$ cat src/rtl/msa_ram.sv
// generic single write port, single read port ram with registered read
module msa_ram #(
	parameter int WIDTH = 8,
	parameter int DEPTH = 16
) (
	input  logic                     clk,
	input  logic                     we,
	input  logic [$clog2(DEPTH)-1:0] waddr,
	input  logic [WIDTH-1:0]         wdata,
	input  logic [$clog2(DEPTH)-1:0] raddr,
	output logic [WIDTH-1:0]         rdata
);

	logic [WIDTH-1:0] mem [DEPTH];

	always_ff @(posedge clk) begin
		if (we)
			mem[waddr] <= wdata;
		rdata <= mem[raddr];
	end

endmodule

$ cat config.mk
export PLATFORM = sky130hd
export DESIGN_NAME = msa_ram
export DESIGN_NICKNAME = d
export VERILOG_FILES = /design/src/rtl/msa_ram.sv
export SDC_FILE = /design/constraint.sdc
export NUM_CORES = 1
export LEC_CHECK = 0
export BUFFER_PORTS_ARGS = -buffer_cell sky130_fd_sc_hd__buf_2
export CORE_ASPECT_RATIO = 0.6
export CORE_MARGIN = 8
export CORE_UTILIZATION = 54
export DETAILED_ROUTE_END_ITERATION = 8
export PLACE_DENSITY_LB_ADDON = 0.05
export SETUP_SLACK_MARGIN = 0.05
export SKIP_LAST_GASP = 1
export SLEW_MARGIN = 20
export SYNTH_ARGS = -nofsm -noshare
export SYNTH_HDL_FRONTEND = slang
export SYNTH_SLANG_ARGS = --single-unit
$ cat constraint.sdc
create_clock -name clk -period 1.7 [get_ports clk]
set_input_delay 0.255 -clock clk [delete_from_list [all_inputs] [get_ports clk]]
set_output_delay 0.255 -clock clk [all_outputs]
set_load 0.05 [all_outputs]
# ---- After elaboration in Yosys (flattened, before gate mapping)
# Memory sizes are Yosys's and may differ from the RTL's. A register that Yosys moved wholly into a read port is not among the register bits.
# Cells that the tools add are included.
dict set report totals {
  ramBits 128
  rom_bits 0
  latch_bits 0
  n_memories 1
  register_bits 0
}
# name words word_bits read_ports rd_clocked_by_memory_dff wr line
set mem_list {}
lappend mem_list {mem 16 8 1 1 1 14} ;# logic [WIDTH-1:0] mem [DEPTH];
dict set report op_classes {
  shifts 0
  bitwise_logic 0
  eq_ne 0
  reduce_logical 0
  add_sub_neg 0
  mux 2
  n_mul 0
  n_lt_le_gt_ge 0
  div_mod_pow 0
}
# operator count
set ops {}
lappend ops {{$mux W1} 2}

# ---- Logic depth before layout (Yosys ltp)
# Gate-level depths: netlist of run 1.
dict set report logic_depth {
  depth_word 2
  mapped_depth 5
  mapped_depth_nobuf 3
}

# ---- Least setup slack after synthesis of run 1
# No wires, ideal clock.
dict set report synth_path {
  path_type {input -> register}
  from {input port waddr[2]}
  to {memory mem[0][0] (enable)}
  n_path_buf 0
  t_required_ns 1.317
  cell_stages 2
  setup_ns 0.383
  arrival_time_ns 1.365
  path_slack_ns -0.048
  path_cell_list {or3b_2 nor3_1}
}
# item line
set synth_rtl {}
lappend synth_rtl {{from (decl)} 8} ;# input logic [$clog2(DEPTH)-1:0] waddr,
lappend synth_rtl {{to (decl)} 14}
# Straight into the memory's write port.

# ---- Worst setup path in the final report of run 1
dict set report layout_path {
  from {register rdata[6] (read register of mem)}
  to {output port rdata[6]}
}
# item line
set layout_rtl {}
lappend layout_rtl {{from (decl)} 11} ;# output logic [WIDTH-1:0] rdata
# No word-level cell between the ends.

==> summary.txt, run 1 <==
Synth
  – Synth cell count leaders: edfxtp_1 (128), mux4_2 (18), a22oi_1 (16), mux4_1 (14), nor2_1 (13)
  – FF+latch count, synth: ~140
  – Syn Nets: 247
  – Synth Area in Adders: 0%
  – Mux cell area share after synthesis: between 10% and 20%
  – Sequential area share after synthesis: 77.8%
  – Yosys top cell area share: between 70% and 80%
  – Number of flops mapped to enable cells by yosys: 128
  – Yosys Warn Count: 0
  – Main combinational cell family by area after synthesis: multiplexers
  – Synthesized area: 5150 um^2
  – Avg Inst Size Synth: roughly 22 um^2
  – Prevailing post-synth register cell: edfxtp_1
  – Synth area leaders: edfxtp_1 (75%), mux4_2 (7.9%), mux4_1 (7.1%), dfxtp_1 (3.1%), a22oi_1 (2.3%)
  – Count leader, synth: edfxtp_1
  – Fraction of registers with async set/reset: 0%
  – Synth cell types: 19
  – Synth area leader: edfxtp_1
  – Compound-Gate Fraction of Synth Area: 2.33%
  – Simple-gate share of the synthesized area: between 3 and 4%
  – Cell count after synthesis: between 200 and 250
  – Post-synthesis xor/xnor area fraction: 0%

Global route
  – Top Usage Layer GRT: met1
  – Gr usage total: approximately 17%
  – Largest net degree at the start of global routing: 33
  – First-pass GRT wire length: between 15000 and 20000 um
  – GR Util met1: 24.7%
  – M2 GR Usage: ~23%
  – GR Layer Usage met3: under 10%
  – Antenna violations before repair: 0
  – Grt ovf: 0
  – Vias in the first global route: 2484

STA
  – Min Clock Period, post-route: 1.32 ns
  – RSZ-0062 raised after global routing: no
  – Slew @ Worst Pin: slightly above 0.7 ns
  – Fmax: 758 MHz
  – Final WS setup: ~0.38 ns
  – Period Utilization, post-route: between 70 and 80%
  – Clk_skew: between 0.01 and 0.015 ns
  – Final Max Slew Viols: 0
  – Final setup viols: 0
  – Final Hold Slack: 0.240 ns
  – Relative slew slack: between 50% and 60%
  – Fin Setup TNS: 0 ns
  – Fin. Hold Viols: 0

Drt
  – DRC viols: 0
  – Vias per cell: 5.63
  – Routed len/inst: 23.9 um
  – Pre-antenna DRT Iters: 5
  – Final ANT Viol Nets: 0
  – Drt total wl: between 10000 and 15000 um
  – Via count: roughly 2400
  – Starting DRC count in detailed routing: between 200 and 250

Critical path
  – Worst r2r src: mem[6][0]
  – Reg2reg setup slack: between 0.3 and 0.4 ns
  – Cells along the critical path: buf_2
  – Setup CP Type: flip-flop to output pin
  – Req. time, crit path: 1.44 ns
  – Worst EP arrival: 1.06 ns
  – Launch point of the worst path: rdata[6]
  – CP peak stage delay: roughly 0.37 ns
  – Critical Path Start Type: flip-flop
  – Delay-heaviest family, CP: flip-flops
  – CP Capture Type: output pin
  – Highest-delay cell along the critical path: dfxtp_1
  – Buf/Inv on CP: 1
  – Max Fanout on Critical Path: 1

Flow run
  – Max Cap Viol: 0

Power and ir drop
  – Leak: about 2.1 nW
  – Maximum VDD drop: approximately 0.75 mV
  – Pwr/cell area: about 1300 nW/um^2
  – Overall Power: ~7.7 mW

Run status
  – Result of the run: finished, final reports clean

Placement
  – RePlAce Congestion: 0.754
  – HPWL after DPL: ~6700 um
  – Placement Cell Area: ~5500 um^2
  – Placed cell count: about 400
  – Dpl ws: a little under 0.07 ns
  – Port Buffers: 25

CTS
  – CTS buffer count: 17
  – Resize count post-CTS: 0
  – Clk_lat worst skew: 0.41 ns
  – H-tree depth: 4
  – Clock-pin transition on the worst setup and hold timing paths: 0.06 ns
  – Root Driver: clkbuf_16
  – Longest Clk Path Bufs: 2
  – Clk sinks: 136
  – CTS tree: yes
  – Post-CTS Setup Inserts: 0
  – Hold-fix buffers at CTS: 0

Floorplan
  – Die height: approximately 92 um
  – Core ar.: between 9000 and 10000 um^2
  – Starting density of the core: roughly 56%
  – DIE WIDTH: about 140 um
  – Count of boundary I/O pins: 26
  – Num rows: 27
  – Area of the die: 13000 um^2

Final layout
  – Layout cells sized above 1: a little under a third
  – Non-Filler Instances: between 400 and 500
  – Nets: around 300
  – Finished Cell Area: roughly 6100 um^2
  – Final Util: approximately two thirds
  – # diodes: 0
  – Layout overhead on the synthesized area: 18.7%

Hold path
  – Min-delay src: wdata[4]
  – Hold WC Path Type: input port to flip-flop
==> cell type report <==
class / instances / area, um^2
Sequential cell: 136 / 4000
Fill cell: 607 / 3110
Multi-Input combinational cell: 83 / 1060
Clock buffer: 18 / 429
Timing Repair Buffer: 46 / 320
Tap cell: 130 / 163
Clock inverter: 14 / 134
==> report_power, final <==
part	switching, mW	total [mW]	internal (mW)
combinational	0.269	0.426	0.156
sequential	0.0271	3.78	3.75
clock	1.32	3.45	2.13
==> kinds of logic after synthesis <==
family | count (synthesis)
AO/OA/AOI/OAI | 16
buffers and inverters | 10
flip-flops | 136
multiplexers | 32
AND/OR/NAND/NOR | 35
==> state kept, by name (all words and copies together), names as in the netlist <==
| register | cells |
|---|---|
| rdata | 8 |
| mem | 128 |
==> per-layer routing <==
layer	routed length, um	share of wire (%)	vias to the layer above
met3	1100	11	6
met5	0	0	-
met4	42	0.41	0
li1	-	-	1088
met1	4790	47	1207
met2	4280	42	102
==> path summary, 6_finish.rpt <==
path                    end  depth (start not counted)
hold / removal    mem[8][4]                          1
setup reg to reg   rdata[0]                          3
setup / recovery   rdata[6]                          1
hold reg to reg    rdata[4]                          3
==> cells in the final DEF (no fill, tap or decap), types with 3 or more instances in the layout <==
master / count
mux4_1: 14
clkinv_2: 4
nand2_1: 9
mux4_2: 18
buf_4: 18
buf_12: 3
a22oi_1: 16
buf_2: 25
dfxtp_1: 8
nor3_1: 3
clkbuf_16: 17
edfxtp_1: 128
nor2_1: 13
clkinvlp_4: 5
Note: power is estimated with default switching activity, not from simulation.
==> inputs of run 2 (changes only) <==
Settings changed: ABC_AREA set to 1, CORE_UTILIZATION 54 to 55.
Clock period 1.7 ns to 1.36 ns, I/O delays scaled along.
==> run 2 against run 1 <==
Compared with the run above: global-route usage up 2.8 points; total power up 27%; clock power up 26%; flip-flop and latch count unchanged; highest routed layer unchanged; largest cell class unchanged; synthesized cell count up 140%; utilization down 0.94 points; clock skew down 0.0037 ns; sequential share of layout area down 6.5 points; largest power group unchanged; first-iteration DRC count up 80%.
==> summary.txt, run 2 <==
Run status
  – Result of the run: finished, final reports clean

CTS
  – H-tree depth: 4 (unchanged)
  – Longest Clk Path Bufs: 2 (unchanged)
  – Post-CTS Setup Inserts: 0 (unchanged)
  – Clk_lat worst skew: 0.41 ns (about the same)
  – Root Driver: clkbuf_16
  – CTS buffer count: 17 (unchanged)
  – CTS tree: yes
  – Clk sinks: 136 (unchanged)
  – Clock-pin transition on the worst setup and hold timing paths: 0.06 ns (about the same)

Final layout
  – Nets: 619 (+100%)
  – Finished Cell Area: 6780 um^2 (+11%)
  – Most common cell after layout, fill and taps aside: nand2_1
  – # diodes: 0 (unchanged)
  – Largest register FFs: 128 (unchanged)
  – Final Util: 65.3% (-0.94 points)
  – Layout cells sized above 1: 13.8% (-18 points)
  – Storage element area: 4000 um^2 (unchanged)
  – Largest regs: mem: 128 flops, rdata: 8 flops
  – Reg with most FFs: mem
  – Footprint of the multi-input gates: 1210 um^2 (+14%)
  – Commonest non-fill, non-tap cells in the layout: nand2_1 (173), edfxtp_1 (128), inv_1 (100), nand3_1 (97), buf_4 (24)
  – Fillers: 846 (+39%)
  – Non-Filler Instances: 753 (+76%)
  – Layout overhead on the synthesized area: 17.6%

Critical path
  – Delay-heaviest family, CP: flip-flops
  – Req. time, crit path: 1.16 ns (-0.28 ns)
  – Worst r2r src: mem[10][4]
  – Worst reg2reg path depth: 6 (+3)
  – Buf/Inv on CP: 1 (unchanged)
  – Highest-delay cell along the critical path: dfxtp_1
  – FF-to-FF End: rdata[4]
  – Reg2reg setup slack: 0.38 ns (about the same)
  – Max Fanout on Critical Path: 1 (unchanged)
  – Setup CP Type: flip-flop to output pin
  – Critical Path Start Type: flip-flop
  – Cells along the critical path: buf_2
  – Worst EP arrival: 1.05 ns (about the same)
  – CP Capture Type: output pin
  – Launch point of the worst path: rdata[6]
  – CP peak stage delay: 0.36 ns (about the same)

Power and ir drop
  – Pwr/cell area: 1440 nW/um^2 (+15%)
  – Overall Power: 9.75 mW (+27%)
  – Maximum VDD drop: 1.05 mV (+41%)
  – Leak: 2.97 nW (+42%)

Hold path
  – Endpoint, Worst Hold: mem[11][0]
  – Min-delay src: wdata[0]
  – WHS Path Cells: 1 (unchanged)
  – Hold WC Path Type: input port to flip-flop

STA
  – Final Max Slew Viols: 0 (unchanged)
  – RSZ-0062 raised after global routing: no
  – Slew @ Worst Pin: 0.355 ns (-0.359 ns)
  – Final setup viols: 0 (unchanged)
  – Fmax: ~800 MHz
  – Clk_skew: 0.00639 ns (-0.00369 ns)
  – Fin Setup TNS: 0 ns (unchanged)
  – Min Clock Period, post-route: between 1 and 1.5 ns
  – Fin. Hold Viols: 0 (unchanged)
  – Period Utilization, post-route: approximately 90%
  – Relative slew slack: 76.3% (+24 points)

Drt
  – Final ANT Viol Nets: 0 (unchanged)
  – DRC viols: 0 (unchanged)
  – Via count: 3798 (+58%)
  – Vias per cell: 5.04 (-10%)
  – Routed len/inst: 17.2 um (-28%)
  – Drt total wl: 13000 um (+27%)
  – Starting DRC count in detailed routing: 361 (+80%)
  – Pre-antenna DRT Iters: 4 (-1)

Placement
  – RePlAce Congestion: 0.823 (+9.2%)
  – Port Buffers: 25 (unchanged)
  – HPWL after DPL: 8410 um (+25%)
  – Placement Cell Area: 6210 um^2 (+12%)
  – Placed cell count: 721 (+83%)

Global route
  – First-pass GRT wire length: 20500 um (+31%)
  – Antenna violations before repair: 0 (unchanged)
  – Grt ovf: 0 (unchanged)
  – Largest net degree at the start of global routing: 50 (+52%)
  – Vias in the first global route: 3606 (+45%)
  – Gr usage total: 19.8% (+2.8 points)

Synth
  – Avg Inst Size Synth: 10.5 um^2 (-53%)
  – Synth cell count leaders: nand2_1 (173), edfxtp_1 (128), inv_1 (100), nand3_1 (97), nor2_1 (17)
  – Number of flops mapped to enable cells by yosys: 128 (unchanged)
  – Syn Nets: 569 (+130%)
  – Synth area leader: edfxtp_1
  – Yosys top cell area share: 66.7% (-8.0 points)
  – Synthesized area: 5770 um^2 (+12%)
  – Synth cell types: 12 (-7)
  – Synth area leaders: edfxtp_1 (67%), nand2_1 (11%), nand3_1 (8.4%), inv_1 (6.5%), dfxtp_1 (2.8%)
  – Sequential area share after synthesis: 69.4% (-8.4 points)
  – Yosys Warn Count: 0 (unchanged)
  – Fraction of registers with async set/reset: 0% (unchanged)
  – Count leader, synth: nand2_1
  – Cell count after synthesis: 551 (+140%)
  – Prevailing post-synth register cell: edfxtp_1
  – FF+latch count, synth: 136 (unchanged)

Floorplan
  – Starting density of the core: 55.6% (-0.24 points)
  – Count of boundary I/O pins: 26 (unchanged)
  – Die height: 95.3 um (+4.0%)
  – DIE WIDTH: 148 um (+4.3%)
  – Num rows: 29 (+7.4%)
  – Area of the die: 14100 um^2 (+8.5%)
  – Core ar.: 10400 um^2 (+13%)

Flow run
  – Max Cap Viol: 0 (unchanged)
==> run 2: cell count changes in the layout (fill, tap and decap cells not counted), moves of 14 or more <==
cell     change
mux4_2      -18
a22oi_1     -16
nand3_1     +96
inv_1      +100
nand2_1    +164
mux4_1      -14
==> run 2: cells by family (layout without fill, tap and decap cells) <==
group / count (synthesis) / in the layout / share of synthesized area [%]
buffers and inverters: 126 / 189 / 9.52
AND/OR/NAND/NOR: 289 / 289 / 21.0
flip-flops: 136 / 136 / 69.4
==> run 2: layer usage <==
metal  GRT usage [%]  vias up  wire, um
met5               0        -         0
met2            28.6      108      5530
met1            28.2     1805      6400
li1                -     1873         -
met3            5.78       12       881
met4            6.84        0       154
==> run 2: final cells by class <==
class / count / area share [%]
flip-flops and latches: 136 / 59.1
multi-input cells: 289 / 17.9
repair buffers: 55 / 6.53
clock buffers: 18 / 6.33
inverters: 102 / 5.65
well taps: 139 / 2.57
clock inverters: 14 / 1.97
==> run 2: what timing repair did <==
action / CTS / global route
hold buffers: 0 / 0
gates cloned: 0 / 0
endpoints found under the setup margin: 1 / 1
resized for setup: 1 / 1
==> run 2: stage by stage <==
step | setup slack [ns] | hold slack (ns)
after CTS | 0.0691 | 0.173
final | 0.107 | 0.188
after global routing | 0.0658 | 0.185
after floorplan | 0.205 | 0.303
after global placement | 0.114 | 0.606
after detailed placement | 0.0964 | 0.612
==> run 2: worst max-delay path by stage <==
| stage | to | cells past startpoint | slack (ns) |
|---|---|---|---|
| floorplan | mem[10][0] | 2 | 0.21 |
| global placement | rdata[3] | 8 | 0.11 |
| detailed placement | mem[10][7] | 4 | 0.1 |
| CTS | rdata[1] | 1 | 0.07 |
| global route | rdata[5] | 1 | 0.07 |
| finish | rdata[6] | 1 | 0.11 |
==> run 2: where the power goes <==
group	internal [mW]	switching (mW)	total (mW)
clock network	2.67	1.66	4.33
logic	0.209	0.490	0.699
registers	4.69	0.0350	4.72
==> run 2: worst reg2reg max path, stage by stage (launching register included) <==
cell and delay, ns:
edfxtp_1 0.37, inv_1 0.08, nand2_1 0.06, nand3_1 0.08
nand3_1 0.10, nand3_1 0.12, nand2_1 0.06
==> inputs of run 3 (changes only) <==
--- a/config.mk
+++ b/config.mk
@@ -12,5 +12,5 @@
 export CORE_UTILIZATION = 55
 export DETAILED_ROUTE_END_ITERATION = 8
-export PLACE_DENSITY_LB_ADDON = 0.05
+export PLACE_DENSITY = 0.72
 export SETUP_SLACK_MARGIN = 0.05
 export SKIP_LAST_GASP = 1
==> constraint.sdc (replaced) <==
create_clock -name clk -period 1.36 [get_ports clk]
set_input_delay 0.272 -clock clk [delete_from_list [all_inputs] [get_ports clk]]
set_output_delay 0.272 -clock clk [all_outputs]
set_load 0.05 [all_outputs]
==> run 3 against run 2 <==
Compared with the run above: die area did not move; fmax fell by 3.3%; non-clock buffer count fell by 2; first-iteration DRC count rose by 29%; design area rose by 0.46%; flip-flop and latch count did not move; global-route usage rose by 0.82 points; critical path type unchanged; critical endpoint is now rdata[5]; highest routed layer unchanged.
==> summary.txt, run 3 (synthesis results as in run 2) <==
Hold path
  – Min-delay src: raddr[3]
  – Endpoint, Worst Hold: rdata[5]
  – WHS Path Cells: 3 (+2)
  – Hold WC Path Type: input port to flip-flop

Critical path
  – Highest-delay cell along the critical path: dfxtp_1
  – Worst EP arrival: 1.02 ns (-0.03 ns)
  – Worst reg2reg path depth: 6 (unchanged)
  – Delay-heaviest family, CP: flip-flops
  – CP Capture Type: output pin
  – Critical Path Start Type: flip-flop
  – Launch point of the worst path: rdata[5]
  – FF-to-FF End: rdata[4]
  – CP peak stage delay: 0.34 ns (-0.02 ns)
  – Reg2reg setup slack: 0.35 ns (-0.03 ns)
  – Buf/Inv on CP: 1 (unchanged)
  – Setup CP Type: flip-flop to output pin
  – Worst r2r src: mem[8][4]
  – Cells along the critical path: buf_2
  – Req. time, crit path: 1.09 ns (-0.07 ns)
  – Max Fanout on Critical Path: 1 (unchanged)

Drt
  – Routed len/inst: 18.2 um (+5.9%)
  – Vias per cell: 5.30 (+5.1%)
  – Final ANT Viol Nets: 0 (unchanged)
  – Starting DRC count in detailed routing: 466 (+29%)
  – Drt total wl: 13700 um (+5.5%)
  – Pre-antenna DRT Iters: 5 (+1)
  – DRC viols: 0 (unchanged)
  – Via count: 3976 (+4.7%)

CTS
  – Longest Clk Path Bufs: 2 (unchanged)
  – CTS buffer count: 17 (unchanged)
  – CTS tree: yes
  – Root Driver: clkbuf_16
  – Clk_lat worst skew: 0.41 ns (about the same)
  – Clock-pin transition on the worst setup and hold timing paths: 0.05 ns (about the same)
  – Clk sinks: 136 (unchanged)
  – H-tree depth: 4 (unchanged)
  – Post-CTS Setup Inserts: 0 (unchanged)

STA
  – Period Utilization, post-route: 95.3% (+3.2 points)
  – Fin Setup TNS: 0 ns (unchanged)
  – Final Max Slew Viols: 0 (unchanged)
  – RSZ-0062 raised after global routing: no
  – Clk_skew: 0.00444 ns (-0.00194 ns)
  – Min Clock Period, post-route: 1.30 ns (+0.0429 ns)
  – Final setup viols: 0 (unchanged)
  – Slew @ Worst Pin: 0.399 ns (+0.0436 ns)
  – Relative slew slack: 73.4% (-2.9 points)
  – Fmax: 772 MHz (-3.3%)
  – Fin. Hold Viols: 0 (unchanged)

Run status
  – Result of the run: finished, final reports clean

Floorplan
  – DIE WIDTH: 148 um (unchanged)
  – Area of the die: 14100 um^2 (unchanged)
  – Starting density of the core: 55.6% (unchanged)
  – Core ar.: 10400 um^2 (unchanged)
  – Die height: 95.3 um (unchanged)
  – Count of boundary I/O pins: 26 (unchanged)
  – Num rows: 29 (unchanged)

Final layout
  – Fillers: 769 (-9.1%)
  – Most common cell after layout, fill and taps aside: nand2_1
  – Layout overhead on the synthesized area: 18.1%
  – Nets: 617 (-0.32%)
  – Commonest non-fill, non-tap cells in the layout: nand2_1 (173), edfxtp_1 (128), inv_1 (100), nand3_1 (97), buf_4 (25)
  – Largest regs: mem: 128 flops, rdata: 8 flops
  – Reg with most FFs: mem
  – Layout cells sized above 1: 13.7% (-0.096 points)
  – # diodes: 0 (unchanged)
  – Largest register FFs: 128 (unchanged)

Flow run
  – Max Cap Viol: 0 (unchanged)

Placement
  – Port Buffers: 25 (unchanged)
  – RePlAce Congestion: 0.815 (-1.1%)
  – HPWL after DPL: 8860 um (+5.3%)

Power and ir drop
  – Maximum VDD drop: 0.990 mV (-6.1%)
  – Overall Power: 10.4 mW (+6.3%)
  – Pwr/cell area: 1520 nW/um^2 (+5.8%)
  – Leak: 2.98 nW (+0.42%)

Global route
  – Antenna violations before repair: 0 (unchanged)
  – Gr usage total: 20.6% (+0.82 points)
  – Grt ovf: 0 (unchanged)
  – Largest net degree at the start of global routing: 45 (-10%)
  – First-pass GRT wire length: 21400 um (+4.1%)
  – Vias in the first global route: 3840 (+6.5%)
## run 3: cell count changes in the layout (fill, tap and decap cells not counted)
cell / change
buf_12: -2
clkinv_1: -1
bufinv_16: +3
clkbuf_1: -1
buf_2: -1
buf_4: +1
clkinv_4: -1
clkinv_2: -1
## run 3: where the power goes
part / total, mW / internal, mW / switching (mW)
clock network: 4.95 / 3.22 / 1.73
registers: 4.72 / 4.69 / 0.0331
logic: 0.697 / 0.202 / 0.495
total: 10.4 / 8.11 / 2.25
## run 3: worst max-delay path by stage
stage,to,slack [ns],depth (start not counted)
final,rdata[5],0.06,1
after global routing,rdata[5],0.05,1
after CTS,rdata[5],0.06,1
after detailed placement,rdata[4],0.03,8
after global placement,rdata[4],0.06,8
after floorplan,mem[10][0],0.14,2
## run 3: metrics by stage
| stage | utilization (%) | hold WS, ns | worst slack (ns) | instances | cell area [um^2] |
|---|---|---|---|---|---|
| 4_1_cts | 65.6 | 0.218 | 0.0593 | 750 | 6810 |
| 6_report | 65.6 | 0.238 | 0.0642 | 750 | 6810 |
| 5_1_grt | 65.6 | 0.231 | 0.0507 | 750 | 6810 |
| 3_5_place_dp | 59.5 | 0.651 | 0.0335 | 719 | 6170 |
| 2_1_floorplan | - | 0.371 | 0.137 | 551 | 5770 |
| 3_3_place_gp | 59.5 | 0.644 | 0.0575 | 719 | 6170 |
## run 3: final cells by class
class                           instances  area, um^2  area share [%]
Sequential cell                       136        4000            58.8
Inverter                              102         383            5.62
Multi-Input combinational cell        289        1210            17.8
Timing Repair Buffer                   53         405            5.95
Clock buffer                           17         425            6.25
Clock inverter                         14         206            3.03
Tap cell                              139         174            2.55
## run 3: timing repair
item	4_1_cts	5_1_grt
gates resized for setup	2	1
hold buffers	0	0
cloned	0	0
setup endpoints to repair	2	1
## run 3: per-layer routing
metal,GRT usage (%),share of wire [%],vias to the layer above
met5,0,0,-
met4,7.43,1.4,0
met3,5.12,10,14
met2,31.3,44,211
met1,28.6,44,1884
li1,-,-,1867
## run 3: worst register-to-register path: stages, from the launching register on
cell and delay, ns:
edfxtp_1 0.37, inv_1 0.07, nand2_1 0.05, nand3_1 0.07
nand3_1 0.12, nand3_1 0.14, nand2_1 0.08
